<file path="src/design/cbs_pkg.sv">
`timescale 1ns / 1ps
// ----------------------------------------------------------------------------
// cbs_pkg
// Shared widths, register map, reset values and types of the counting
// background subtractor.
// ----------------------------------------------------------------------------
package cbs_pkg;

  localparam int IDX_W = 19;
  localparam int PIX_W = 8;
  localparam int MIN_W = 16;
  localparam int MAX_W = 16;
  localparam int CT_W  = 7;
  localparam int HT_W  = 8;

  localparam int PIXEL_COUNT_DEF = 524288;
  localparam int COUNT_BITS_DEF  = 16;

  localparam int CFG_ADDR_W = 5;
  localparam int CFG_DATA_W = 32;

  localparam logic             HISTORY_MODE_RST = 1'b1;
  localparam logic [MIN_W-1:0] MIN_STAB_RST     = 16'd15;
  localparam logic [MAX_W-1:0] MAX_STAB_RST     = 16'd900;
  localparam logic [CT_W-1:0]  CHANGE_THR_RST   = 7'd5;
  localparam logic [HT_W-1:0]  HIST_THR_RST     = 8'd30;

  typedef enum logic [2:0] {
    REG_HISTORY_MODE = 3'd0,
    REG_MIN_STAB     = 3'd1,
    REG_MAX_STAB     = 3'd2,
    REG_CHANGE_THR   = 3'd3,
    REG_HIST_THR     = 3'd4
  } reg_idx_t;

  typedef struct packed {
    logic             history_mode;
    logic [MIN_W-1:0] min_stability;
    logic [MAX_W-1:0] max_stability;
    logic [CT_W-1:0]  change_threshold;
    logic [HT_W-1:0]  history_threshold;
  } cfg_t;

  typedef struct packed {
    logic [IDX_W-1:0] pixel_index;
    logic [PIX_W-1:0] pixel_value;
    logic             init_frame;
  } pix_item_t;

endpackage

</file>
<file path="src/design/cbs_cfg.sv">
`timescale 1ns / 1ps
// ----------------------------------------------------------------------------
// cbs_cfg
// APB-style register file holding the subtractor settings.
// ----------------------------------------------------------------------------
module cbs_cfg (
  input  logic                             clk,
  input  logic                             rst_n,
  input  logic                             psel,
  input  logic                             penable,
  input  logic                             pwrite,
  input  logic [cbs_pkg::CFG_ADDR_W-1:0]   paddr,
  input  logic [cbs_pkg::CFG_DATA_W-1:0]   pwdata,
  output logic [cbs_pkg::CFG_DATA_W-1:0]   prdata,
  output logic                             pready,
  output cbs_pkg::cfg_t                    cfg
);
  import cbs_pkg::*;

  cfg_t     cfg_r;
  logic     wr_en;
  reg_idx_t reg_sel;

  assign pready  = 1'b1;
  assign wr_en   = psel && penable && pwrite && pready;
  assign reg_sel = reg_idx_t'(paddr[CFG_ADDR_W-1:2]);
  assign cfg     = cfg_r;

  always_ff @(posedge clk) begin
    if (!rst_n) begin
      cfg_r.history_mode      <= HISTORY_MODE_RST;
      cfg_r.min_stability     <= MIN_STAB_RST;
      cfg_r.max_stability     <= MAX_STAB_RST;
      cfg_r.change_threshold  <= CHANGE_THR_RST;
      cfg_r.history_threshold <= HIST_THR_RST;
    end else if (wr_en) begin
      case (reg_sel)
        REG_HISTORY_MODE: cfg_r.history_mode      <= pwdata[0];
        REG_MIN_STAB:     cfg_r.min_stability     <= pwdata[MIN_W-1:0];
        REG_MAX_STAB:     cfg_r.max_stability     <= pwdata[MAX_W-1:0];
        REG_CHANGE_THR:   cfg_r.change_threshold  <= pwdata[CT_W-1:0];
        REG_HIST_THR:     cfg_r.history_threshold <= pwdata[HT_W-1:0];
        default: ;
      endcase
    end
  end

  always_comb begin
    case (reg_sel)
      REG_HISTORY_MODE: prdata = CFG_DATA_W'(cfg_r.history_mode);
      REG_MIN_STAB:     prdata = CFG_DATA_W'(cfg_r.min_stability);
      REG_MAX_STAB:     prdata = CFG_DATA_W'(cfg_r.max_stability);
      REG_CHANGE_THR:   prdata = CFG_DATA_W'(cfg_r.change_threshold);
      REG_HIST_THR:     prdata = CFG_DATA_W'(cfg_r.history_threshold);
      default:          prdata = '0;
    endcase
  end

endmodule

</file>
<file path="config.mk">
export PLATFORM = sky130hd
export DESIGN_NAME = cbs_cfg
export DESIGN_NICKNAME = d
export VERILOG_FILES = /design/src/design/cbs_pkg.sv /design/src/design/cbs_cfg.sv
export SDC_FILE = /design/constraint.sdc
export NUM_CORES = 1
export LEC_CHECK = 0
export ABC_AREA = 1
export ABC_CLOCK_PERIOD_IN_PS = 900
export BUFFER_PORTS_ARGS = -buffer_cell sky130_fd_sc_hd__buf_2
export CAP_MARGIN = 10
export CORE_MARGIN = 10
export CORE_UTILIZATION = 42
export CTS_BUF_LIST = sky130_fd_sc_hd__clkbuf_16
export DETAILED_ROUTE_END_ITERATION = 7
export PLACE_DENSITY = 0.78
export SLEW_MARGIN = 20
export SYNTH_ARGS = -nofsm -noshare
export SYNTH_HDL_FRONTEND = slang
export SYNTH_SLANG_ARGS = --single-unit
</file>
<file path="constraint.sdc">
create_clock -name clk -period 0.9 [get_ports clk]
set_clock_uncertainty 0.05 [all_clocks]
set_input_delay 0.045 -clock clk [delete_from_list [all_inputs] [get_ports clk]]
set_output_delay 0.045 -clock clk [all_outputs]
set_load 0.02 [all_outputs]
</file>
== Word-level counts from Yosys, hierarchy flattened ==
Cells that the tools add are included.
Word-level totals
  bits of input ports: 42
  bits in registers: 48
  bits in read-only memories: 0
  RAM bits: 0
  word-level logic and storage cells: 18
  output and inout port bits: 81
  memories: 0
  latch bits: 0
Cells by class
  shift operators: 0
  muxes and demuxes: 1
  $lt $le $gt $ge: 0
  $add $sub $neg: 0
  bitwise operators: 0
  div/mod/pow operators: 0
  equality and inequality tests: 4
  multipliers: 0
  reductions and logical operators: 8
Operators with widths (number)
  16-bit case mux with 5 select lines: 1
  2-bit AND reduction: 5
  3-bit by 2-bit == test with 1-bit output, second input constant: 2
  3-bit by 1-bit == test with 1-bit output, second input constant: 1
  3-bit == test, second input constant: 1
  3-bit zero test: 1
  1-bit logical AND: 2

== Logic depth before layout (Yosys ltp) ==
  word-level depth: 3
  gate-level depth with buffers: 9

== Worst setup path before layout ==
No wires, ideal clock.
  kind: input to output
  start point: input paddr[2] (netlist name)
  end point: output prdata[6] (netlist name)
  path slack: -0.073 ns
  data arrival time: 0.878 ns
  stages: 9
  cell sequence: buf_2 inv_1 nand2_1 nor2_2 buf_4 nand2_1 nand2_1 inv_1 nand2_1
On the way
  longest elaborated chain between the ends: 2
  elaborated cells on any way between the ends: 6
  those cells by class: 4 x eq/ne; 1 x mux; 1 x reduce/logical
Ends and longest elaborated chain
  from (decl): RTL line cbs_cfg.sv:12  | input logic [cbs_pkg::CFG_ADDR_W-1:0] paddr,
  3-bit == test, or another cell as far along: RTL line cbs_cfg.sv:49  | case (reg_sel)
  16-bit case mux with 5 select lines *: RTL line cbs_cfg.sv:49
  to (decl): RTL line cbs_cfg.sv:14  | output logic [cbs_pkg::CFG_DATA_W-1:0] prdata,
Mark *: on every way between the ends. The rest lies on a longest branch, timed or not.

== Final worst setup path ==
  start point: register cfg_r, in the netlist cfg[8]
  end point: output prdata[0] (netlist name)
On the way
  longest elaborated chain between the ends: 1
Ends and longest elaborated chain
  from (decl): RTL line cbs_cfg.sv:20  | cfg_t cfg_r;
  16-bit case mux with 5 select lines: RTL line cbs_cfg.sv:49
No other way between the ends.

==> results.md <==
- STA classifies the critical path startpoint as a register.
- The required time at the worst-slack endpoint is 0.81 ns.
- After filler insertion, the fill cell instance count of the layout stands at 329.
- The final worst setup slack is -0.343 ns.
- The detailed router used layers up to and including met4.
- The flow ran to the end, but the final reports show violations.
- Setup violations remaining at the end of the flow were counted as 57.
- The arrival time reported for the critical path endpoint is 1.15 ns.
- Summed over all layers, the routed wires come to 11300 µm.
- The number of antenna violations at the first check in global routing is 0.
- The clock group share of total power is 0.366.
- The internal power is 3.62 mW.
- Yosys printed 0 warnings.
- The endpoint type of the worst setup path is a primary output.
- The fraction of final layout cells sized beyond drive strength 1 is 0.547.
- Setup repair after global routing could not meet its margin everywhere.
- The CTS buffer count is 5.
- The power density relative to cell area is 1080 nW/µm².
- Pin placement for this block handled 123 I/O pins.
- The horizontal die dimension is 97.6 µm.
- After detailed routing, the met2 layer carries 5990 µm of wire.
- The checks that failed: negative setup slack.
- The post-synthesis area per instance is 6.37 µm².
- The via count of the first global-routing pass was 3130.
- Of the total power, combinational logic draws 0.205.
- Summing all placed instances gives a cell area of 3250 µm².
- The tree is rooted in a sky130_fd_sc_hd__clkbuf_16.
- The leakage power is 2.37 nW.
- The congestion estimate from routability-driven global placement came to 0.870.
- The number of antenna diodes in the final layout is 0.
- The endpoint identified for the worst register-to-register timing path is cfg[6].
- The post-synthesis instance total is 397.
- The first TritonRoute pass finished after 6 iterations.
- With fillers left out, the area of the finished cells amounts to 4710 µm².
- From synthesis to final layout, the design area changed by 86.1%.
- The register-to-register path setup slack is 0.03 ns.
- The total count of hold-check failures in the final report is 0.
- The final layout contains 606 nets.
- The level count of the clock H-tree is 2.
- The origin of the worst min-delay path is pwdata[0].
- For this run, design rule violations remaining after detail routing come to 0.
- The starting density of the core is 0.430.
- The final max-slew violation count is 0.
- The flip-flop count of the largest register after layout is 48.
- The maximum net fanout on the critical path is 2.
- The type of the setup path with the least slack is reg -> out.
- The worst hold path passes through 3 cells.
- The clock drives 48 sinks.
- The worst hold slack is 0.0227 ns.
- The switching portion of total power is 0.285.
- In the global route stage, overall resource usage came out at 0.198.
- After layout, the design draws a total of 5.07 mW.
- The synthesized design contains 48 register bits.
- The remaining antenna violation count is 0.
- The final cell utilization of the core is 0.800.
- The final route contains 3283 vias.
- The worst hold path terminates at cfg[8].
- The analysis attributes to net switching a power of 1.45 mW.
- The wire length on met3 is 777 µm.
- TritonCTS built the clock tree.
- The number of DRC markers after the initial detailed-route iteration is 230.
- The met1 routed wirelength after detailed routing is 4070 µm.
- The final critical-path share of the clock period is 1.38.
- The count of input and output buffers is 87.
- The worst path in the final design needs a cycle of 1.24 ns, including I/O delays and setup.
- The min-delay analysis places its worst path in the category in -> reg.
- The first global-routing pass estimated 15700 µm of wire.
- Measured in cells, the most critical reg-to-reg path has a length of 4.
- The total standard cell area after synthesis is 2530 µm².
- Derived from the worst setup path, the maximum achievable clock frequency is 804 MHz.
- The total area inside the core boundary comes to 5890 µm².
- Adding up every negative setup slack in the final design gives -5.13 ns.
- The sequential area share after synthesis is 0.380.
- The HPWL after detailed placement is 5860 µm.
- The global-route congestion overflow total is 0.
- For the worst-skew pair, the clock arrives at the later sink with an insertion delay of 0.28 ns.
- The buffer levels on the longest clock path is 2.
- The tool flagged a number of max-cap violations equal to 0.
- The floorplan step defined a die boundary enclosing 9530 µm².
- The height of the chip is 97.6 µm.
- Synthesis instantiated 19 different standard cells from the library.
- Of the total power, registers draw 0.428.
- Entering global routing, the biggest net connects 49 pins.
- Across the VDD grid, the largest voltage drop is 0.835 mV.
- The floorplan has 28 rows.
- The worst register-to-register path begins at cfg[6].
- After clock tree synthesis, the clock-pin slew on the worst setup and hold paths is 0.07 ns.
- In the routed layout, each cell is associated on average with a via count of 5.13.
- After detailed routing, the average wire length per cell comes to 17.7 µm.
==> synthesized netlist by cell type (all sizes together) <==
master	number	area (µm²)
clkbuf	2	7.51
nor2	77	332
conb	2	7.51
dfxtp	48	961
nand2	149	562
nand3	50	265
inv	33	124
o21ai	1	5.00
buf	33	254
nand4	2	12.5
==> critical path, stage by stage, from the launching register on <==
cell                      delay (ns)
sky130_fd_sc_hd__dfxtp_2        0.34
sky130_fd_sc_hd__nand4_1        0.08
sky130_fd_sc_hd__nand2_1        0.08
sky130_fd_sc_hd__nor2_2         0.14
sky130_fd_sc_hd__nand2_1        0.09
sky130_fd_sc_hd__buf_6          0.13
==> final cells by class <==
type                            instances  area, µm²  share of cell area
Inverter                               33        134              0.0284
Clock inverter                          3       15.0             0.00319
Tap cell                               75       93.8              0.0199
Timing Repair Buffer                  180       1850               0.392
Clock buffer                            5        125              0.0266
Sequential cell                        48       1030               0.219
Multi-Input combinational cell        296       1460               0.311
==> placed cells by master (no fill, tap or decap), types with 5 or more instances in the layout <==
master,Yosys,layout
sky130_fd_sc_hd__buf_12,0,12
sky130_fd_sc_hd__buf_2,5,20
sky130_fd_sc_hd__buf_4,20,49
sky130_fd_sc_hd__buf_6,5,87
sky130_fd_sc_hd__clkbuf_16,0,5
sky130_fd_sc_hd__conb_1,2,17
sky130_fd_sc_hd__dfxtp_2,0,44
sky130_fd_sc_hd__dlygate4sd3_1,0,7
sky130_fd_sc_hd__inv_1,31,23
sky130_fd_sc_hd__inv_2,2,9
sky130_fd_sc_hd__nand2_1,148,106
sky130_fd_sc_hd__nand2_2,1,36
sky130_fd_sc_hd__nand2_4,0,7
sky130_fd_sc_hd__nand3_1,47,34
sky130_fd_sc_hd__nand3_2,3,16
sky130_fd_sc_hd__nor2_1,68,65
sky130_fd_sc_hd__nor2_2,5,6
sky130_fd_sc_hd__nor2_4,4,6
==> repair_timing <==
item                                    in CTS  in global routing
endpoints found under the setup margin      63                 75
cloned                                       2                  0
setup buffers                               41                 27
pin swaps                                   30                 34
endpoints found under the hold margin       10                  0
resized for setup                          193                106
hold buffers                                 7                  0
==> power groups by stage <==
stage                     Sequential [mW]  Clock (mW)  Combinational, mW
after floorplan                      2.25           0              0.434
after global placement               2.22           0              0.686
after detailed placement             2.22           0              0.697
after CTS                            2.18        1.83              0.912
after global routing                 2.17        1.96               1.11
final                                2.17        1.86               1.04
==> worst max path at each step <==
| stage | from | endpoint | slack (ns) |
|---|---|---|---|
| 3_5_place_dp | paddr[3] | prdata[6] | -0.25 |
| 6_report | cfg[8] | prdata[0] | -0.34 |
| 4_1_cts | cfg[8] | prdata[0] | -0.22 |
| 2_1_floorplan | paddr[2] | prdata[6] | 0.01 |
| 5_1_grt | cfg[8] | prdata[0] | -0.43 |
| 3_3_place_gp | paddr[3] | prdata[6] | -0.22 |
==> per-layer routing <==
metal | GRT usage | up-vias
met5 | 0 | -
met4 | 0.0861 | 0
met2 | 0.371 | 166
li1 | - | 1507
met1 | 0.202 | 1564
met3 | 0.0469 | 46
==> cells by family (layout without fill, tap and decap cells) <==
family / count (synthesis) / after routing / share of synthesized area
simple gates: 278 / 278 / 0.463
buf+inv: 68 / 221 / 0.152
flops: 48 / 48 / 0.380
other cells: 2 / 17 / 0.00297
compound gates: 1 / 1 / 0.00198
==> per-stage QoR <==
stage               setup slack, ns  std cells
floorplan                    0.0141        412
global placement             -0.224        569
detailed placement           -0.252        569
CTS                          -0.224        627
global route                 -0.426        640
finish                       -0.343        640
No activity file was read; power rests on OpenSTA's default activity.
