### src/design/cbs_pkg.sv
`timescale 1ns / 1ps
// ----------------------------------------------------------------------------
// cbs_pkg
// Shared widths, register map, reset values and types of the counting
// background subtractor.
// ----------------------------------------------------------------------------
package cbs_pkg;

  localparam int IDX_W = 19;
  localparam int PIX_W = 8;
  localparam int MIN_W = 16;
  localparam int MAX_W = 16;
  localparam int CT_W  = 7;
  localparam int HT_W  = 8;

  localparam int PIXEL_COUNT_DEF = 524288;
  localparam int COUNT_BITS_DEF  = 16;

  localparam int CFG_ADDR_W = 5;
  localparam int CFG_DATA_W = 32;

  localparam logic             HISTORY_MODE_RST = 1'b1;
  localparam logic [MIN_W-1:0] MIN_STAB_RST     = 16'd15;
  localparam logic [MAX_W-1:0] MAX_STAB_RST     = 16'd900;
  localparam logic [CT_W-1:0]  CHANGE_THR_RST   = 7'd5;
  localparam logic [HT_W-1:0]  HIST_THR_RST     = 8'd30;

  typedef enum logic [2:0] {
    REG_HISTORY_MODE = 3'd0,
    REG_MIN_STAB     = 3'd1,
    REG_MAX_STAB     = 3'd2,
    REG_CHANGE_THR   = 3'd3,
    REG_HIST_THR     = 3'd4
  } reg_idx_t;

  typedef struct packed {
    logic             history_mode;
    logic [MIN_W-1:0] min_stability;
    logic [MAX_W-1:0] max_stability;
    logic [CT_W-1:0]  change_threshold;
    logic [HT_W-1:0]  history_threshold;
  } cfg_t;

  typedef struct packed {
    logic [IDX_W-1:0] pixel_index;
    logic [PIX_W-1:0] pixel_value;
    logic             init_frame;
  } pix_item_t;

endpackage

### src/design/cbs_addr_map.sv
`timescale 1ns / 1ps
// ----------------------------------------------------------------------------
// cbs_addr_map
// Two-stage front end: folds the pixel index into the state memory range
// (quotient by shift, reciprocal multiply or zero; remainder, one correction).
// ----------------------------------------------------------------------------
module cbs_addr_map #(
  parameter int PIXEL_COUNT = cbs_pkg::PIXEL_COUNT_DEF,
  parameter int ADDR_W      = 19
) (
  input  logic                  clk,
  input  logic                  rst_n,
  input  logic                  en,
  input  logic                  in_v,
  input  cbs_pkg::pix_item_t    in_item,
  output logic                  out_v,
  output cbs_pkg::pix_item_t    out_item,
  output logic [ADDR_W-1:0]     out_addr
);
  import cbs_pkg::*;

  localparam int              Q_W   = IDX_W + 1;
  localparam longint unsigned PC    = longint'(PIXEL_COUNT);
  localparam int              LOG2P = $clog2(PIXEL_COUNT);
  localparam longint unsigned SPAN  = 64'd1 << IDX_W;

  logic [Q_W-1:0]    q_nxt;
  logic              a_v_r;
  pix_item_t         a_item_r;
  logic [Q_W-1:0]    a_q_r;
  logic              b_v_r;
  pix_item_t         b_item_r;
  logic [ADDR_W-1:0] b_addr_r;
  logic [IDX_W:0]    qp;
  logic [IDX_W:0]    rem_raw;
  logic [IDX_W:0]    rem;

  generate
    if (PC >= SPAN) begin : g_wide
      assign q_nxt = '0;
    end else if ((PC & (PC - 64'd1)) == 64'd0) begin : g_pow2
      assign q_nxt = Q_W'(in_item.pixel_index >> LOG2P);
    end else begin : g_recip
      localparam int              SH      = IDX_W + LOG2P;
      localparam int              RECIP_W = IDX_W + 2;
      localparam int              PROD_W  = IDX_W + RECIP_W;
      localparam longint unsigned RECIP   = ((64'd1 << SH) + PC - 64'd1) / PC;
      logic [PROD_W-1:0] prod;
      assign prod  = PROD_W'(in_item.pixel_index) * PROD_W'(RECIP);
      assign q_nxt = Q_W'(prod >> SH);
    end
  endgenerate

  assign qp      = (IDX_W + 1)'(a_q_r * (IDX_W + 1)'(PC));
  assign rem_raw = {1'b0, a_item_r.pixel_index} - qp;
  assign rem     = (64'(rem_raw) >= PC) ? rem_raw - (IDX_W + 1)'(PC) : rem_raw;

  always_ff @(posedge clk) begin
    if (!rst_n) begin
      a_v_r <= 1'b0;
      b_v_r <= 1'b0;
    end else if (en) begin
      a_v_r <= in_v;
      b_v_r <= a_v_r;
    end
  end

  always_ff @(posedge clk) begin
    if (en) begin
      a_item_r <= in_item;
      a_q_r    <= q_nxt;
      b_item_r <= a_item_r;
      b_addr_r <= ADDR_W'(rem);
    end
  end

  assign out_v    = b_v_r;
  assign out_item = b_item_r;
  assign out_addr = b_addr_r;

endmodule

### config.mk
export PLATFORM = sky130hd
export DESIGN_NAME = cbs_addr_map
export DESIGN_NICKNAME = d
export VERILOG_FILES = /design/src/design/cbs_pkg.sv /design/src/design/cbs_addr_map.sv
export SDC_FILE = /design/constraint.sdc
export NUM_CORES = 1
export LEC_CHECK = 0
export ABC_AREA = 1
export BUFFER_PORTS_ARGS = -buffer_cell sky130_fd_sc_hd__buf_2
export CAP_MARGIN = 10
export CORE_MARGIN = 5
export CORE_UTILIZATION = 42
export DETAILED_ROUTE_END_ITERATION = 8
export PLACE_DENSITY = 0.79
export SLEW_MARGIN = 15
export SYNTH_ARGS = -nofsm -noshare
export SYNTH_HDL_FRONTEND = slang
export SYNTH_SLANG_ARGS = --single-unit
### constraint.sdc
create_clock -name clk -period 0.8 [get_ports clk]
set_clock_uncertainty 0.1 [all_clocks]
set_input_delay 0.16 -clock clk [delete_from_list [all_inputs] [get_ports clk]]
set_output_delay 0.16 -clock clk [all_outputs]
set_load 0.005 [all_outputs]
; Yosys cells after proc, flatten, opt, wreduce, memory -nomap -nowiden
; Cells that the tools add are included.
[totals]
register_bits = 77
in_bits = 32
out_inout_bits = 48
word_cells = 12
[classes]
n_addsub = 1
order_cmp = 1
n_mux = 1
[ops]
columns = op, n
row1 = 19-bit by 20-bit >= comparator with 1-bit output (second input constant), 1
row2 = 19-bit two-way mux, 1
row3 = 19-bit by 1-bit subtractor with 19-bit output (second input constant), 1

; Logic depth before layout (Yosys ltp)
; Gate-level depths: netlist (run 1).
[depth]
word_depth = 2
mapped_depth = 4
depth_no_buf = 4

; Worst setup path before layout (run 1)
; No wires, ideal clock.
[synth_timing]
kind = flip-flop to output port
start = register, netlist name out_addr[1]
end = output out_item[10] (netlist bit)
arrival_time_ns = 0.526
t_required_ns = 0.540
path_slack_ns = 0.014
path_stages_with_launch = 2
path_buffers = 1
path_cell_list = edfxtp_1 -> buf_4
[synth_rtl]
columns = item, line
row1 = to (decl), cbs_addr_map.sv:17  ; output cbs_pkg::pix_item_t out_item,

; Worst setup path after layout (run 1)
[layout_timing]
start = register b_item_r (netlist bit out_item[1])
end = output out_item[1] (netlist bit)
[layout_rtl]
columns = item, line
row1 = from (decl), cbs_addr_map.sv:32  ; pix_item_t b_item_r;
row2 = from (signal assigned), cbs_addr_map.sv:72  ; b_item_r <= a_item_r;
; No word-level cell between the ends.

==> flow_summary_export.csv, run 1 <==
group,metric,value,unit
clock_tree,clock_path_buffers,2,
place,pre_cts_slack,-0.134,ns
detailed_routing,vias,955,
die,std_cell_rows,24,
setup_path,worstPathCellList,"buf_2",
global_routing,grt_pass1_wl,4760,um
layout,diodes,0,
run_status,status,"complete, but fails checks",
clock_tree,insertion_delay,0.32,ns
setup_path,required,0.54,ns
clock_tree,numCtsBuffers,9,
hold_path,hold_class,"in -> reg",
synth,synth_seq_cells,58,
die,die_y,77.3,um
global_routing,overflow,0,
layout,drive_gt1_share,58.8,%
setup_path,cpMaxStageDelayCell,"edfxtp_1",
layout,area_delta_synth_final,28.4,%
synth,synthDistinctLibCells,7,
sta,min_period,1.12,ns
place,io_buffers,79,
clock_tree,ctsRootBufferMaster,"clkbuf_8",
synth,synth_area_per_cell,21.9,sq um
sta,finalCritPeriodShare,139,%
power_and_ir_drop,vdd_drop_max,1.18,mV
sta,finalHoldViolCount,28,
detailed_routing,wl,3090,um
die,io-pin-count,80,
setup_path,critPathLaunchType,"flop",
setup_path,cp_num_buf_inv,1,
sta,setup_viol,48,
die,die_w,77.3,um
layout,fillCellCount,346,
layout,finalNetCount,192,
detailed_routing,wl_per_cell,14.3,um
detailed_routing,viasPerCell,4.40,
clock_tree,clk_pin_slew,0.06,ns
sta,rsz0062_at_grt,"true",
setup_path,cp.arrival,0.86,ns
global_routing,grt_pass1_vias,1016,
setup_path,crit_family,"flip-flops",
sta,maxSlewHeadroom,88.3,%
setup_path,worst-path-max-fanout,1,
die,fp.dieArea,5980,sq um
global_routing,antenna_found_initial,0,
detailed_routing,firstDrtPassIters,4,
layout,fin_util,55.8,%
clock_tree,ctsHoldBuffers,1,
power_and_ir_drop,p_per_area,2570,nW/um^2
sta,fin_ws,-0.315,ns
synth,synth_nets,119,
sta,max_freq,897,MHz
clock_tree,cts_tree,"yes",
detailed_routing,drc,0,
place,dp.final_hpwl,2270,um
global_routing,grt_max_degree,35,
sta,tightest_slew,0.175,ns
job,drv_cap,0,
synth,syn_area,1900,sq um
detailed_routing,drtIter0Drc,94,
run_status,violations,"negative hold slack, negative setup slack",
die,core,4380,sq um
place,gp_congestion,0.719,
setup_path,max_stage_delay,0.39,ns
sta,slew_viol_final,0,
clock_tree,cts.sink_count,58,
power_and_ir_drop,leakage,1.02,nW
clock_tree,h-tree-depth,3,
global_routing,grt_usage,10.7,%
synth,yosys_warnings,0,
synth,seq_area_frac_synth,90.4,%
setup_path,crit_path_end_kind,"output port",
synth,synthCells,87,
detailed_routing,antenna_left,0,
die,initial_utilization,43.4,%
setup_path,worst-setup-path-type,"reg -> out",
sta,fin_hold_ws,-0.0915,ns
[where the power goes]
part	internal [mW]	switching, mW	leakage (nW)
sequential	3.59	0.0629	0.565
combinational	0.181	0.170	0.359
clock	1.28	1.01	0.0932
[metal layers]
metal  share of wire, %  track usage [%]
met5                  0                0
met2                 53             18.4
met1                 33             9.30
met3                 12             5.56
met4                2.0             8.25
[flip-flops by register name, summed over array words and instances, names as in the netlist]
name	cells
a_item_r	28
out_addr	19
out_item	9
a_v_r	1
out_v	1
[path summary, 6_finish.rpt]
check	endpoint	depth (start not counted)	slack, ns	startpoint
worst min-delay path	a_item_r[12]$_DFFE_PP_	1	-0.09	in_item[12]
worst min register to register	out_addr[16]$_DFFE_PP_	0	0.32	a_item_r[25]$_DFFE_PP_
worst max-delay path	out_item[1]	1	-0.32	out_item[1]$_DFFE_PP_
worst max register to register	out_addr[13]$_DFFE_PP_	0	0.05	a_item_r[22]$_DFFE_PP_
[cells by family (layout without fill, tap and decap cells)]
logic type | count (synthesis) | after routing | share of synthesized area [%]
buf+inv | 21 | 99 | 7.88
simple gates | 8 | 8 | 1.71
flops | 58 | 58 | 90.4
[per-stage QoR]
stage / cells / hold WS [ns] / TNS (ns) / total power [mW] / area, sq um
floorplan: 87 / 0.159 / 0 / 3.83 / 1900
global placement: 201 / 0.236 / -6.03 / 4.05 / 2260
detailed placement: 201 / 0.238 / -6.91 / 4.08 / 2260
CTS: 218 / -0.109 / -15.07 / 6.40 / 2450
global route: 217 / -0.109 / -16.00 / 6.57 / 2440
finish: 217 / -0.0915 / -13.81 / 6.29 / 2440
[cell usage in the layout (no fill, tap or decap), types with 2 or more instances in the layout]
cell type / instances
clkbuf_1: 2
inv_1: 2
clkbuf_8: 11
buf_2: 78
nand2_1: 3
clkinv_2: 3
nor2_1: 3
buf_12: 2
edfxtp_1: 56
[synth_stat cells]
library cell | number | share of area (%)
inv_1 | 2 | 0.39
edfxtp_1 | 56 | 88
nor2_2 | 1 | 0.33
nand2_1 | 4 | 0.79
nor2_1 | 3 | 0.59
buf_4 | 19 | 7.5
dfxtp_1 | 2 | 2.1
[final cells by class]
cell class,count,area [sq um],area share (%)
Tap cell,52,65.1,2.66
Clock inverter,3,15.0,0.614
Multi-Input combinational cell,8,35.0,1.43
Clock buffer,13,159,6.50
Timing Repair Buffer,81,440,18.0
Sequential cell,58,1720,70.5
Inverter,2,7.51,0.307
[repair_timing]
item / in CTS / in global routing
buffers inserted: 0 / 0
resized for setup: 1 / 1
endpoints found under the setup margin: 48 / 50
endpoints found under the hold margin: 30 / 28
(Power assumes the default switching activity.)
==> inputs of run 2 (changes only) <==
clock period = 1 ns   (was 0.8 ns; I/O delays follow)
==> flow_summary_export.csv, run 2 (synthesis results as in run 1) <==
group,metric,value,unit
layout,regMostFlops,"a_item_r",
detailed_routing,wl_met2,1970,um
sta,min_period,1.19,ns
power_and_ir_drop,p_per_area,1870,nW/um^2
sta,fin_ws,-0.185,ns
sta,max_freq,844,MHz
clock_tree,insertion_delay,0.32,ns
setup_path,reg2reg_slack,0.25,ns
die,die_y,77.3,um
place,io_buffers,79,
sta,tightest_slew,0.177,ns
detailed_routing,antenna_left,0,
sta,finalHoldViolCount,0,
hold_path,whs_path_depth,5,
detailed_routing,drtIter0Drc,88,
clock_tree,cts_tree,"yes",
detailed_routing,viasPerCell,4.39,
setup_path,cpMaxStageDelayCell,"edfxtp_1",
power_and_ir_drop,leakage,1.14,nW
clock_tree,cts.sink_count,58,
global_routing,grt_max_degree,35,
setup_path,worst_r2r_startpoint,"a_v_r$_SDFFE_PN0P_",
setup_path,crit_family,"flip-flops",
job,drv_cap,0,
clock_tree,post_cts.repair.setup_buffers,0,
layout,diodes,0,
setup_path,crit_path_end_kind,"output port",
clock_tree,h-tree-depth,3,
run_status,status,"complete, but fails checks",
global_routing,overflow,0,
sta,rsz0062_at_grt,"true",
hold_path,hold_class,"in -> reg",
detailed_routing,top_layer_used,"met4",
layout,fillCellCount,320,
setup_path,worst-path-max-fanout,2,
global_routing,grt_pass1_vias,1116,
die,fp.dieArea,5980,sq um
layout,finalNetCount,221,
setup_path,r2r_cells,4,
clock_tree,numCtsBuffers,9,
place,gp_congestion,0.719,
place,dp.final_hpwl,2270,um
sta,maxSlewHeadroom,88.2,%
run_status,violations,"negative setup slack",
setup_path,worst-setup-path-type,"reg -> out",
clock_tree,clk_pin_slew,0.06,ns
detailed_routing,wl,3540,um
clock_tree,clock_path_buffers,2,
setup_path,cp.arrival,0.89,ns
layout,area_delta_synth_final,43.6,%
global_routing,grt_usage,12.3,%
setup_path,max_stage_delay,0.40,ns
sta,fin_setup_tns,-6.29,ns
detailed_routing,wl_per_cell,14.4,um
setup_path,critPathLaunchType,"flop",
die,std_cell_rows,24,
setup_path,worstSetupStartpoint,"out_addr[1]$_DFFE_PP_",
layout,layout_commonest_cell,"buf_2",
setup_path,r2r-end,"out_v$_SDFFE_PN0P_",
detailed_routing,dr_wl_met3,324,um
sta,setup_viol,48,
clock_tree,ctsRootBufferMaster,"clkbuf_8",
sta,slew_viol_final,0,
hold_path,worstHoldEndpoint,"a_v_r$_SDFFE_PN0P_",
setup_path,required,0.70,ns
sta,finalCritPeriodShare,119,%
die,io-pin-count,80,
layout,regArea,1720,sq um
layout,layout_common_cells,"buf_2 (78), edfxtp_1 (56), dlygate4sd3_1 (29)",
layout,drive_gt1_share,50.0,%
die,core,4380,sq um
detailed_routing,drc,0,
die,die_w,77.3,um
layout,largest_register_ffs,28,
global_routing,grt_pass1_wl,5400,um
global_routing,antenna_found_initial,0,
detailed_routing,met1_length,1150,um
power_and_ir_drop,vdd_drop_max,0.962,mV
detailed_routing,vias,1080,
die,initial_utilization,43.4,%
detailed_routing,firstDrtPassIters,4,
sta,fin_hold_ws,0.0921,ns
layout,multiInputGateArea,32.5,sq um
setup_path,worstPathCellList,"buf_2",
hold_path,worstHoldStart,"in_v",
setup_path,cp_num_buf_inv,1,
==> run 2: changes by cell type in the layout (fill, tap and decap cells not counted) <==
cell,before,now
buf_6,0,1
dlygate4sd3_1,1,29
nand2_1,3,4
nand2_2,1,0
==> run 2: worst max path at each step <==
stage                            endpoint  slack [ns]  cells past startpoint
detailed placement  out_addr[7]$_DFFE_PP_        0.03                      2
floorplan                    out_item[10]        0.17                      1
finish                        out_addr[1]       -0.19                      1
global route                  out_addr[1]       -0.24                      1
global placement    out_addr[4]$_DFFE_PP_        0.04                      2
CTS                           out_item[1]       -0.18                      1
==> run 2: per-layer routing <==
| layer | up-vias | GRT usage, % |
|---|---|---|
| li1 | 508 | - |
| met1 | 507 | 10.9 |
| met2 | 57 | 22.1 |
| met3 | 8 | 4.86 |
| met4 | 0 | 8.93 |
| met5 | - | 0 |
==> run 2: report_power, final <==
part           internal (mW)  switching, mW
clock                   1.02          0.803
combinational          0.220          0.156
sequential              2.87         0.0517
total                   4.11           1.01
==> run 2: final cells by class <==
| cell class | count | share of cell area [%] |
|---|---|---|
| clock buffer | 13 | 5.81 |
| clock inverter | 3 | 0.549 |
| inverter | 2 | 0.275 |
| multi-input combinational | 8 | 1.19 |
| sequential | 58 | 63.0 |
| tap | 52 | 2.38 |
| timing repair buffer | 110 | 26.8 |
==> run 2: repair_timing <==
action | in CTS | in global routing
resized for setup | 1 | 1
endpoints found under the setup margin | 48 | 48
hold buffers | 29 | 0
endpoints found under the hold margin | 29 | 0
==> run 2: tightest hold or removal path, stage by stage <==
cell,delay [ns]
buf_2,0.10
inv_1,0.05
nand2_1,0.04
nand2_1,0.05
nor2_1,0.04
==> run 2: per-stage QoR <==
step | cell area (sq um) | instances | setup WS (ns) | utilization [%] | total power, mW
2_1_floorplan | 1900 | 87 | 0.174 | - | 3.07
3_3_place_gp | 2260 | 201 | 0.0415 | 51.6 | 3.24
3_5_place_dp | 2260 | 201 | 0.0256 | 51.6 | 3.26
4_1_cts | 2730 | 246 | -0.184 | 62.2 | 5.20
5_1_grt | 2730 | 246 | -0.240 | 62.4 | 5.35
6_report | 2730 | 246 | -0.185 | 62.4 | 5.12
