$ cat src/design/cbs_pkg.sv
`timescale 1ns / 1ps
// ----------------------------------------------------------------------------
// cbs_pkg
// Shared widths, register map, reset values and types of the counting
// background subtractor.
// ----------------------------------------------------------------------------
package cbs_pkg;

  localparam int IDX_W = 19;
  localparam int PIX_W = 8;
  localparam int MIN_W = 16;
  localparam int MAX_W = 16;
  localparam int CT_W  = 7;
  localparam int HT_W  = 8;

  localparam int PIXEL_COUNT_DEF = 524288;
  localparam int COUNT_BITS_DEF  = 16;

  localparam int CFG_ADDR_W = 5;
  localparam int CFG_DATA_W = 32;

  localparam logic             HISTORY_MODE_RST = 1'b1;
  localparam logic [MIN_W-1:0] MIN_STAB_RST     = 16'd15;
  localparam logic [MAX_W-1:0] MAX_STAB_RST     = 16'd900;
  localparam logic [CT_W-1:0]  CHANGE_THR_RST   = 7'd5;
  localparam logic [HT_W-1:0]  HIST_THR_RST     = 8'd30;

  typedef enum logic [2:0] {
    REG_HISTORY_MODE = 3'd0,
    REG_MIN_STAB     = 3'd1,
    REG_MAX_STAB     = 3'd2,
    REG_CHANGE_THR   = 3'd3,
    REG_HIST_THR     = 3'd4
  } reg_idx_t;

  typedef struct packed {
    logic             history_mode;
    logic [MIN_W-1:0] min_stability;
    logic [MAX_W-1:0] max_stability;
    logic [CT_W-1:0]  change_threshold;
    logic [HT_W-1:0]  history_threshold;
  } cfg_t;

  typedef struct packed {
    logic [IDX_W-1:0] pixel_index;
    logic [PIX_W-1:0] pixel_value;
    logic             init_frame;
  } pix_item_t;

endpackage

$ cat src/design/cbs_update.sv
`timescale 1ns / 1ps
// ----------------------------------------------------------------------------
// cbs_update
// Per-pixel state update: simple stability rule or history rule.
// ----------------------------------------------------------------------------
module cbs_update #(
  parameter int CB = cbs_pkg::COUNT_BITS_DEF
) (
  input  cbs_pkg::cfg_t                  cfg,
  input  logic [cbs_pkg::PIX_W-1:0]      pix,
  input  logic [cbs_pkg::PIX_W-1:0]      prev,
  input  logic [CB-1:0]                  stab,
  input  logic [cbs_pkg::PIX_W-1:0]      hcol,
  input  logic [CB-1:0]                  hstab,
  input  logic [cbs_pkg::PIX_W-1:0]      bg,
  output logic [CB-1:0]                  n_stab,
  output logic [cbs_pkg::PIX_W-1:0]      n_hcol,
  output logic [CB-1:0]                  n_hstab,
  output logic [cbs_pkg::PIX_W-1:0]      n_bg,
  output logic                           fg
);
  import cbs_pkg::*;

  localparam int CMP_W = ((CB > MIN_W) ? CB : MIN_W) + 1;

  logic [PIX_W:0] d_prev;
  logic [PIX_W:0] d_hist;
  logic [PIX_W:0] ct3;
  logic [CB-1:0]  s_simple;

  function automatic logic [CB-1:0] cnt_up(input logic [CB-1:0] c,
                                           input logic [MAX_W-1:0] lim);
    logic [CB-1:0] r;
    r = c;
    if ((CMP_W'(c) < CMP_W'(lim)) && (c != '1)) begin
      r = c + CB'(1);
    end
    return r;
  endfunction

  function automatic logic [CB-1:0] cnt_down(input logic [CB-1:0] c);
    return (c != '0) ? c - CB'(1) : c;
  endfunction

  assign d_prev   = (pix > prev) ? (PIX_W + 1)'(pix - prev) : (PIX_W + 1)'(prev - pix);
  assign d_hist   = (pix > hcol) ? (PIX_W + 1)'(pix - hcol) : (PIX_W + 1)'(hcol - pix);
  assign ct3      = (PIX_W + 1)'(cfg.change_threshold) + {1'b0, cfg.change_threshold, 1'b0};
  assign s_simple = (stab != '1) ? stab + CB'(1) : stab;

  always_comb begin
    n_stab  = stab;
    n_hcol  = hcol;
    n_hstab = hstab;
    n_bg    = bg;
    fg      = 1'b1;
    if (!cfg.history_mode) begin
      if (d_prev < ct3) begin
        if (CMP_W'(s_simple) == CMP_W'(cfg.min_stability)) begin
          n_stab = s_simple - CB'(1);
          n_bg   = prev;
          fg     = 1'b0;
        end else begin
          n_stab = s_simple;
        end
      end else begin
        n_stab = '0;
      end
    end else if (d_hist < (PIX_W + 1)'(cfg.history_threshold)) begin
      n_stab  = '0;
      n_hstab = cnt_up(hstab, cfg.max_stability);
      if (CMP_W'(n_hstab) > CMP_W'(cfg.min_stability)) begin
        n_bg = hcol;
        fg   = 1'b0;
      end
    end else if (d_prev < (PIX_W + 1)'(cfg.change_threshold)) begin
      n_stab = cnt_up(stab, cfg.max_stability);
      if (CMP_W'(n_stab) > CMP_W'(cfg.min_stability)) begin
        if (n_stab >= hstab) begin
          n_hcol  = pix;
          n_hstab = n_stab;
          n_bg    = pix;
          fg      = 1'b0;
        end else begin
          n_hstab = cnt_down(hstab);
        end
      end
    end else begin
      n_stab  = '0;
      n_hstab = cnt_down(hstab);
    end
  end

endmodule

$ cat config.mk
export PLATFORM = sky130hd
export DESIGN_NAME = cbs_update
export DESIGN_NICKNAME = d
export VERILOG_FILES = /design/src/design/cbs_pkg.sv /design/src/design/cbs_update.sv
export SDC_FILE = /design/constraint.sdc
export NUM_CORES = 1
export LEC_CHECK = 0
export BUFFER_PORTS_ARGS = -buffer_cell sky130_fd_sc_hd__clkbuf_2
export CORE_ASPECT_RATIO = 1.5
export CORE_MARGIN = 2
export CORE_UTILIZATION = 53
export DETAILED_ROUTE_END_ITERATION = 10
export PLACE_DENSITY = 0.81
export RECOVER_POWER = 100
export SKIP_LAST_GASP = 1
export SLEW_MARGIN = 20
export SYNTH_ARGS = -nofsm -noshare
export SYNTH_HDL_FRONTEND = slang
export SYNTH_SLANG_ARGS = --single-unit
$ cat constraint.sdc
create_clock -name vclk -period 5.8
set_clock_uncertainty 0.15 [all_clocks]
set_input_delay 0.58 -clock vclk [all_inputs]
set_output_delay 0.58 -clock vclk [all_outputs]
set_load 0.03 [all_outputs]
# After elaboration in Yosys (flattened, before gate mapping)
# Index checks and enable logic that the tools add are counted.
# classes
addsub	9
multipliers	0
div	0
n_lt_le_gt_ge	10
n_eq_ne	3
shift	0
n_mux	42
bitwise	0
reduce_logical	3
# op_table
op	count
16-bit two-way mux	19
8-bit two-way mux	13
8-bit by 8-bit subtractor with 9-bit output	4
16-bit by 1-bit adder with 16-bit output, second input constant	2
16-bit greater-than comparator	2
16-bit less-than comparator	2
16-bit inequality test, second input constant	2
16-bit by 1-bit subtractor with 16-bit output, second input constant	2
9-bit two-way mux	2
16-bit == test	1
16-bit >= comparator	1
8-bit greater-than comparator	2
16-bit nonzero test	1
7-bit by 8-bit adder with 9-bit output	1
9-bit by 7-bit less-than comparator with 1-bit output	1
9-bit by 8-bit less-than comparator with 1-bit output	1
9-bit less-than comparator	1
1-bit two-way mux	8
1-bit logical AND	2
# word_totals
register_bits	0
latchBits	0
ramBits	0
mem_bits_ro	0
inputBits	112
out_inout_bits	49
wordCells	67
mem_count	0

# Longest topological paths before layout
# Gate-level depths: netlist of the first run.
# depth
ltp_word	12
depth_mapped	22
mapped_depth_nobuf	20

# Worst setup path before layout of the first run
# No wires, ideal clock.
# synth_path
kind	input-to-output
startpoint	in cfg[17] in the netlist's numbering
endpoint	out n_hstab[1]
arrival_time_ns	5.206
required_time_ns	5.070
path_slack_ns	-0.136
path_stages	17
n_path_buf	0
path_cell_list	inv_1 -> ha_1 -> or3_1 -> o21ai_0 -> nor3_1 -> o21a_1 -> or2_2 -> nor4_1 -> xor2_1 -> ha_1 -> nand2_1 -> or2_2 -> or4_1 -> and3_1 -> nor4_1 -> a21oi_1 -> o21ai_0
# synth_via
elab_chain_cells	12
elab_cells_between_ends	18
cone_classes	order compare (4); mux (12); reduce/logical (2)
# synth_rtl
item	line_no	source
from (decl)	cbs_update.sv:9	input cbs_pkg::cfg_t cfg,
16-bit less-than comparator	cbs_update.sv:35	if ((CMP_W'(c) < CMP_W'(lim)) && (c != '1)) begin
1-bit logical AND	cbs_update.sv:35	
16-bit two-way mux	cbs_update.sv:35	
16-bit two-way mux	cbs_update.sv:75	end else if (d_prev < (PIX_W + 1)'(cfg.change_threshold)) begin
16-bit two-way mux	cbs_update.sv:68	end else if (d_hist < (PIX_W + 1)'(cfg.history_threshold)) begin
16-bit two-way mux	cbs_update.sv:56	if (!cfg.history_mode) begin
16-bit >= comparator	cbs_update.sv:78	if (n_stab >= hstab) begin
16-bit two-way mux	cbs_update.sv:78	
16-bit two-way mux	cbs_update.sv:77	if (CMP_W'(n_stab) > CMP_W'(cfg.min_stability)) begin
16-bit two-way mux	cbs_update.sv:75	
16-bit two-way mux *	cbs_update.sv:68	
16-bit two-way mux *	cbs_update.sv:56	
to (decl)	cbs_update.sv:18	output logic [CB-1:0] n_hstab,
# Every way passes the cells marked *; elsewhere a longest branch is shown, timed or not. The select of a mux whose other input is x is not followed.

# Worst setup path in the final report of the first run
# layout_path
startpoint	in cfg[17] in the netlist's numbering
endpoint	out n_hstab[15]
# The elaborated chain is that of the path after synthesis.

==> results.md, run 1 <==
- Setup-failing EPs final: 0
- Worst Path Required: 5070 ps
- Fin nets: 1549
- VDD IR max: 0.07308 mV
- FFs & Latches: 0
- Sequential Power Share: 0%
- Internal power: 0.0005072 W
- Critical-path top delay cell: or4_4
- Min Tclk post-route: 5720 ps
- WP data arrival: 4990 ps
- Pin count of the biggest net entering global routing: 32
- Synth warnings: 0
- WP buf/inv: 5
- Dpl hpwl: 23980 um
- Register area: 0 um^2
- Measured slew at the worst slew-check pin: 963.8 ps
- CP startpoint: cfg[17]
- Via count: 9586
- Global-route wire length before repair: 43140 um
- Vias per cell: 6.620
- Number of fill cells: 1057
- WL/cell: 20.75 um
- Hold_ws: 1442 ps
- # clk buffers: 0
- Detail Route Antenna Nets: 0
- GRT Total Usage: 36.47%
- Detailed Routing Iterations Pass 1: 6
- Vias in the first global route: 9005
- Post-Syn Nets: 1305
- NetSw: 0.0007477 W
- Post-Syn Area: 0.007297 mm^2
- Area share of the largest cell type after synthesis: 24.69%
- I/O pins: 161
- Area leader, netlist: ha_1
- RePlAce Congestion: 1.061
- Hold_sp: pix[7]
- Crit path cell chain: buf_6 > inv_4 > ha_4 > or3_1 > o21ai_1 > nor3_1 > o21a_2 > nor2_4 > nand2_1 > xor2_1 > inv_1 > ha_1 > nand3_1 > or2_4 > or4_4 > and3_4 > a2111oi_4 > buf_6 > nor4_1 > a211o_1 > a21oi_1 > buf_2
- Slew Viols, Final: 0
- Setup ws final: 80.45 ps
- Crit path launch type: input pin
- Synthesis-to-finish area growth: 32.97%
- Dpl ws: -154.7 ps
- Maximum fanout along the worst path: 6
- Max Cap Violations: 0
- Core ar.: 0.01347 mm^2
- Buffers on Ports: 161
- Gate power share: 100.0%
- Tot Pwr: 0.001255 W
- Drt drc: 0
- FP Rows: 52
- Placed Area: 0.008980 mm^2
- Finished Cell Area: 0.009703 mm^2
- Net Sw Frac: 59.58%
- Syn Area/Cell: 6.989 um^2
- Initial Util: 54.18%
- Commonest non-fill, non-tap cell in the layout: clkbuf_2
- Commonest cells after routing, fill and taps aside: 134 x clkbuf_2, 131 x ha_1, 126 x buf_4
- LEAKAGE: 4.659 nW
- Full die area: 0.01474 mm^2
- RSZ-0062 raised after global routing: true
- Synth cell types: 75
- CP top delay family: simple AND/OR/NAND/NOR gates
- Top post-synthesis cells by area: ha_1 25%, xnor2_1 6.2%, a21oi_1 5.6%
- Hold WC Path Type: input pin to primary output
- Final WL: 30040 um
- Worst stage delay on the critical path: 510 ps
- Initial antenna violation count: 0
- Pwr dens: 129.3 mW/mm^2
- Die extent in y: 147.7 um
- # hold bufs at CTS: 0
- Slew Limit Headroom: 35.21%
- Critical path endpoint category: primary output
- Maximum clock frequency: 174.8 MHz
- Setup Crit Path Kind: input pin to primary output
- Sequential fraction of the synthesis area: 0%
- Hold Vio Cnt, Final: 0
- Most frequent CP cell: buf_6
- Ratio of cells with drive above 1 in the final layout: 29.86%
- Die width: 99.81 um
- Post-Synthesis Cells: 1044
- Clock power frac: 0%
- Status: finished, final reports clean
- Ant diodes: 0
- Crit share post-route: 98.61%
- Total negative slack: 0 ps
- GRT overflow: 0
- Initial DRC Count: 675
-- power groups by stage --
stage	combinational (W)	clock (W)	sequential (W)
final	0.00125	0	0
after global routing	0.00134	0	0
after CTS	0.00114	0	0
after detailed placement	0.00112	0	0
after global placement	0.00109	0	0
after floorplan	0.000724	0	0
-- area by class of cell --
| class | count | area, um^2 | share of cell area (%) |
|---|---|---|---|
| tap | 162 | 202.7 | 2.089 |
| timing repair buffer | 285 | 1912 | 19.70 |
| multi-input combinational | 892 | 7173 | 73.93 |
| inverter | 109 | 415.4 | 4.281 |
-- synthesized netlist by cell type (5+ instances only) --
cell and count:
a21o_1 23, o21bai_1 6, mux2_2 6, xnor2_1 52, a211o_1 5, inv_1 106
mux2i_1 23, o21ai_1 9, or4_1 6, a211oi_1 18, and2_1 7, clkbuf_1 25
or3_1 10, o211ai_1 13, nand4_1 30, or2_2 5, nor2b_1 12, and4_1 5
nand2b_1 16, a31oi_1 6, o22ai_1 22, o221ai_1 9, a21oi_1 81, nor3_1 28
ha_1 144, nor4_1 24, buf_2 16, and3_1 10, xor2_1 25, nand2_1 72
nand3b_1 5, fa_1 5, o21ai_0 62, o21a_1 11, nor2_1 46, nand3_1 34
-- metrics by stage --
stage / utilization (%) / instances
after CTS: 67.49 / 1438
final: 72.05 / 1448
after global placement: 66.68 / 1434
after detailed placement: 66.68 / 1434
after global routing: 72.05 / 1448
after floorplan: - / 1044
-- per-layer routing --
metal	vias to the layer above	GRT usage (%)	part of all wire, %
li1	4370	-	-
met1	4317	35.17	32
met2	646	68.78	49
met3	253	4.870	7.4
met4	0	26.99	11
met5	-	0	0
-- worst paths after layout --
| path | endpoint | slack [ps] | cells after the start |
|---|---|---|---|
| hold / removal | n_hcol[7] | 1440 | 4 |
| setup / recovery | n_hstab[15] | 80 | 22 |
-- cell families (layout without fill, tap and decap cells) --
| group | Yosys count | in the layout | synth area share [%] |
|---|---|---|---|
| xor+xnor | 78 | 78 | 9.551 |
| fa+ha+maj | 149 | 149 | 26.06 |
| mux | 30 | 30 | 4.235 |
| simple gates | 329 | 329 | 24.61 |
| compound gates | 306 | 306 | 27.33 |
| buf+inv | 152 | 394 | 8.213 |
-- repair_timing --
item,CTS,global route
gates cloned,0,2
gates resized for setup,15,162
pin swaps,5,26
setup endpoints to repair,14,48
setup buffers,4,8
No activity file was read; power rests on OpenSTA's default activity.
==> run 2, diff against run 1 <==
REMOVE_ABC_BUFFERS = 1   (was default)
==> run 2 against run 1 <==
Non-clock buffer count is 9 higher. Clock-buffer cell count unchanged. Combinational power is essentially flat. Wire length is 2.0% lower. First-iteration DRC count down 22%. Setup slack improved by 52 ps. Critical path depth did not move. Largest cell class unchanged.
==> results.md, run 2 (synthesis results as in run 1) <==
- Synthesis-to-finish area growth: 31.57%
- Setup ws final: 132.8 ps
- Maximum clock frequency: 176.5 MHz
- Slew Viols, Final: 0
- Met1 wire length: 9857 um
- Crit path cell chain: clkbuf_2 > inv_2 > ha_2 > or3_1 > o21ai_1 > nor3_1 > o21a_1 > or2_4 > nor4_4 > xor2_1 > buf_4 > ha_4 > nand2_2 > or2_4 > or4_4 > and3_4 > a2111oi_4 > buf_4 > nor4_2 > or4b_1 > o221ai_2 > buf_6
- Worst Path Required: 5070 ps
- # hold bufs at CTS: 0
- Initial antenna violation count: 0
- Register area: 0 um^2
- DR WL met3: 1896 um
- Crit share post-route: 97.71%
- Die extent in y: 147.7 um
- GRT Total Usage: 38.40%
- Full die area: 0.01474 mm^2
- Internal power: 0.0005119 W
- Vias in the first global route: 9438
- Met2 WL: 14720 um
- Total negative slack: 0 ps
- Detailed Routing Iterations Pass 1: 5
- WP data arrival: 4940 ps
- WL/cell: 20.21 um
- Final design utilization: 71.28%
- Setup Crit Path Kind: input pin to primary output
- Net Sw Frac: 59.04%
- Via count: 9359
- LEAKAGE: 4.637 nW
- Vias per cell: 6.423
- Sequential Power Share: 0%
- CP top delay family: simple AND/OR/NAND/NOR gates
- Initial DRC Count: 527
- RSZ-0062 raised after global routing: true
- WP buf/inv: 5
- Final WL: 29450 um
- GRT overflow: 0
- Tot Pwr: 0.001250 W
- Worst stage delay on the critical path: 540 ps
- Hold Vio Cnt, Final: 0
- Initial Util: 54.18%
- Critical path endpoint category: primary output
- Max Cap Violations: 0
- Dpl ws: -236.2 ps
- Placed Area: 0.008934 mm^2
- Global-route wire length before repair: 45630 um
- Setup-failing EPs final: 0
- FP Rows: 52
- Core ar.: 0.01347 mm^2
- Detail Route Antenna Nets: 0
- Min Tclk post-route: 5667 ps
- I/O pins: 161
- Die width: 99.81 um
- Drt drc: 0
- Ratio of cells with drive above 1 in the final layout: 29.34%
- Clock power frac: 0%
- Highest Signal Layer: met4
- Slew Limit Headroom: 48.01%
- Crit path launch type: input pin
- Maximum fanout along the worst path: 3
- VDD IR max: 0.09024 mV
- Dpl hpwl: 24510 um
- Commonest non-fill, non-tap cell in the layout: clkbuf_2
- Commonest cells after routing, fill and taps aside: 145 x clkbuf_2, 134 x ha_1, 131 x buf_4
- Fin nets: 1558
- Hold WC Path Type: input pin to primary output
- RePlAce Congestion: 1.164
- Pin count of the biggest net entering global routing: 32
- NetSw: 0.0007377 W
- Finished Cell Area: 0.009600 mm^2
- Measured slew at the worst slew-check pin: 760.2 ps
- Gate power share: 100.0%
- Critical-path top delay cell: or4b_1
- Pwr dens: 130.2 mW/mm^2
- Ant diodes: 0
- Status: finished, final reports clean
- Buffers on Ports: 161
- # clk buffers: 0
- FFs & Latches: 0
[run 2: stage by stage]
| step | cells | hold slack [ps] |
|---|---|---|
| 3_5_place_dp | 1433 | 1458 |
| 3_3_place_gp | 1433 | 1469 |
| 2_1_floorplan | 1001 | 1211 |
| 4_1_cts | 1442 | 1464 |
| 5_1_grt | 1457 | 1485 |
| 6_report | 1457 | 1448 |
[run 2: tightest hold or removal path, cell delays in order]
cell	delay (ps)
clkbuf_2	90
mux2i_1	60
o21ai_1	120
buf_4	170
[run 2: final timing paths]
path | start | to | cells past startpoint
worst max-delay path | cfg[17] | n_hstab[13] | 22
worst min-delay path | bg[2] | n_bg[2] | 4
[run 2: cell type report]
| type | instances | area [um^2] |
|---|---|---|
| multi-input combinational | 892 | 7109 |
| fill | 1152 | 3867 |
| timing repair buffer | 294 | 1876 |
| inverter | 109 | 412.9 |
| tap | 162 | 202.7 |
[run 2: power by group through the flow]
stage               clock network [W]  registers [W]  logic, W
floorplan                           0              0  0.000696
global placement                    0              0   0.00110
detailed placement                  0              0   0.00112
CTS                                 0              0   0.00115
global route                        0              0   0.00136
finish                              0              0   0.00125
[run 2: routing by layer]
metal	vias to the layer above	global-route usage, %
met5	-	0
met4	0	30.62
met3	193	4.019
met2	528	70.14
met1	4255	38.71
li1	4383	-
[run 2: timing repair]
action | CTS | global route
pin swaps | 9 | 28
buffers inserted | 8 | 14
setup endpoints to repair | 34 | 49
gates resized for setup | 28 | 102
gates cloned | 1 | 1
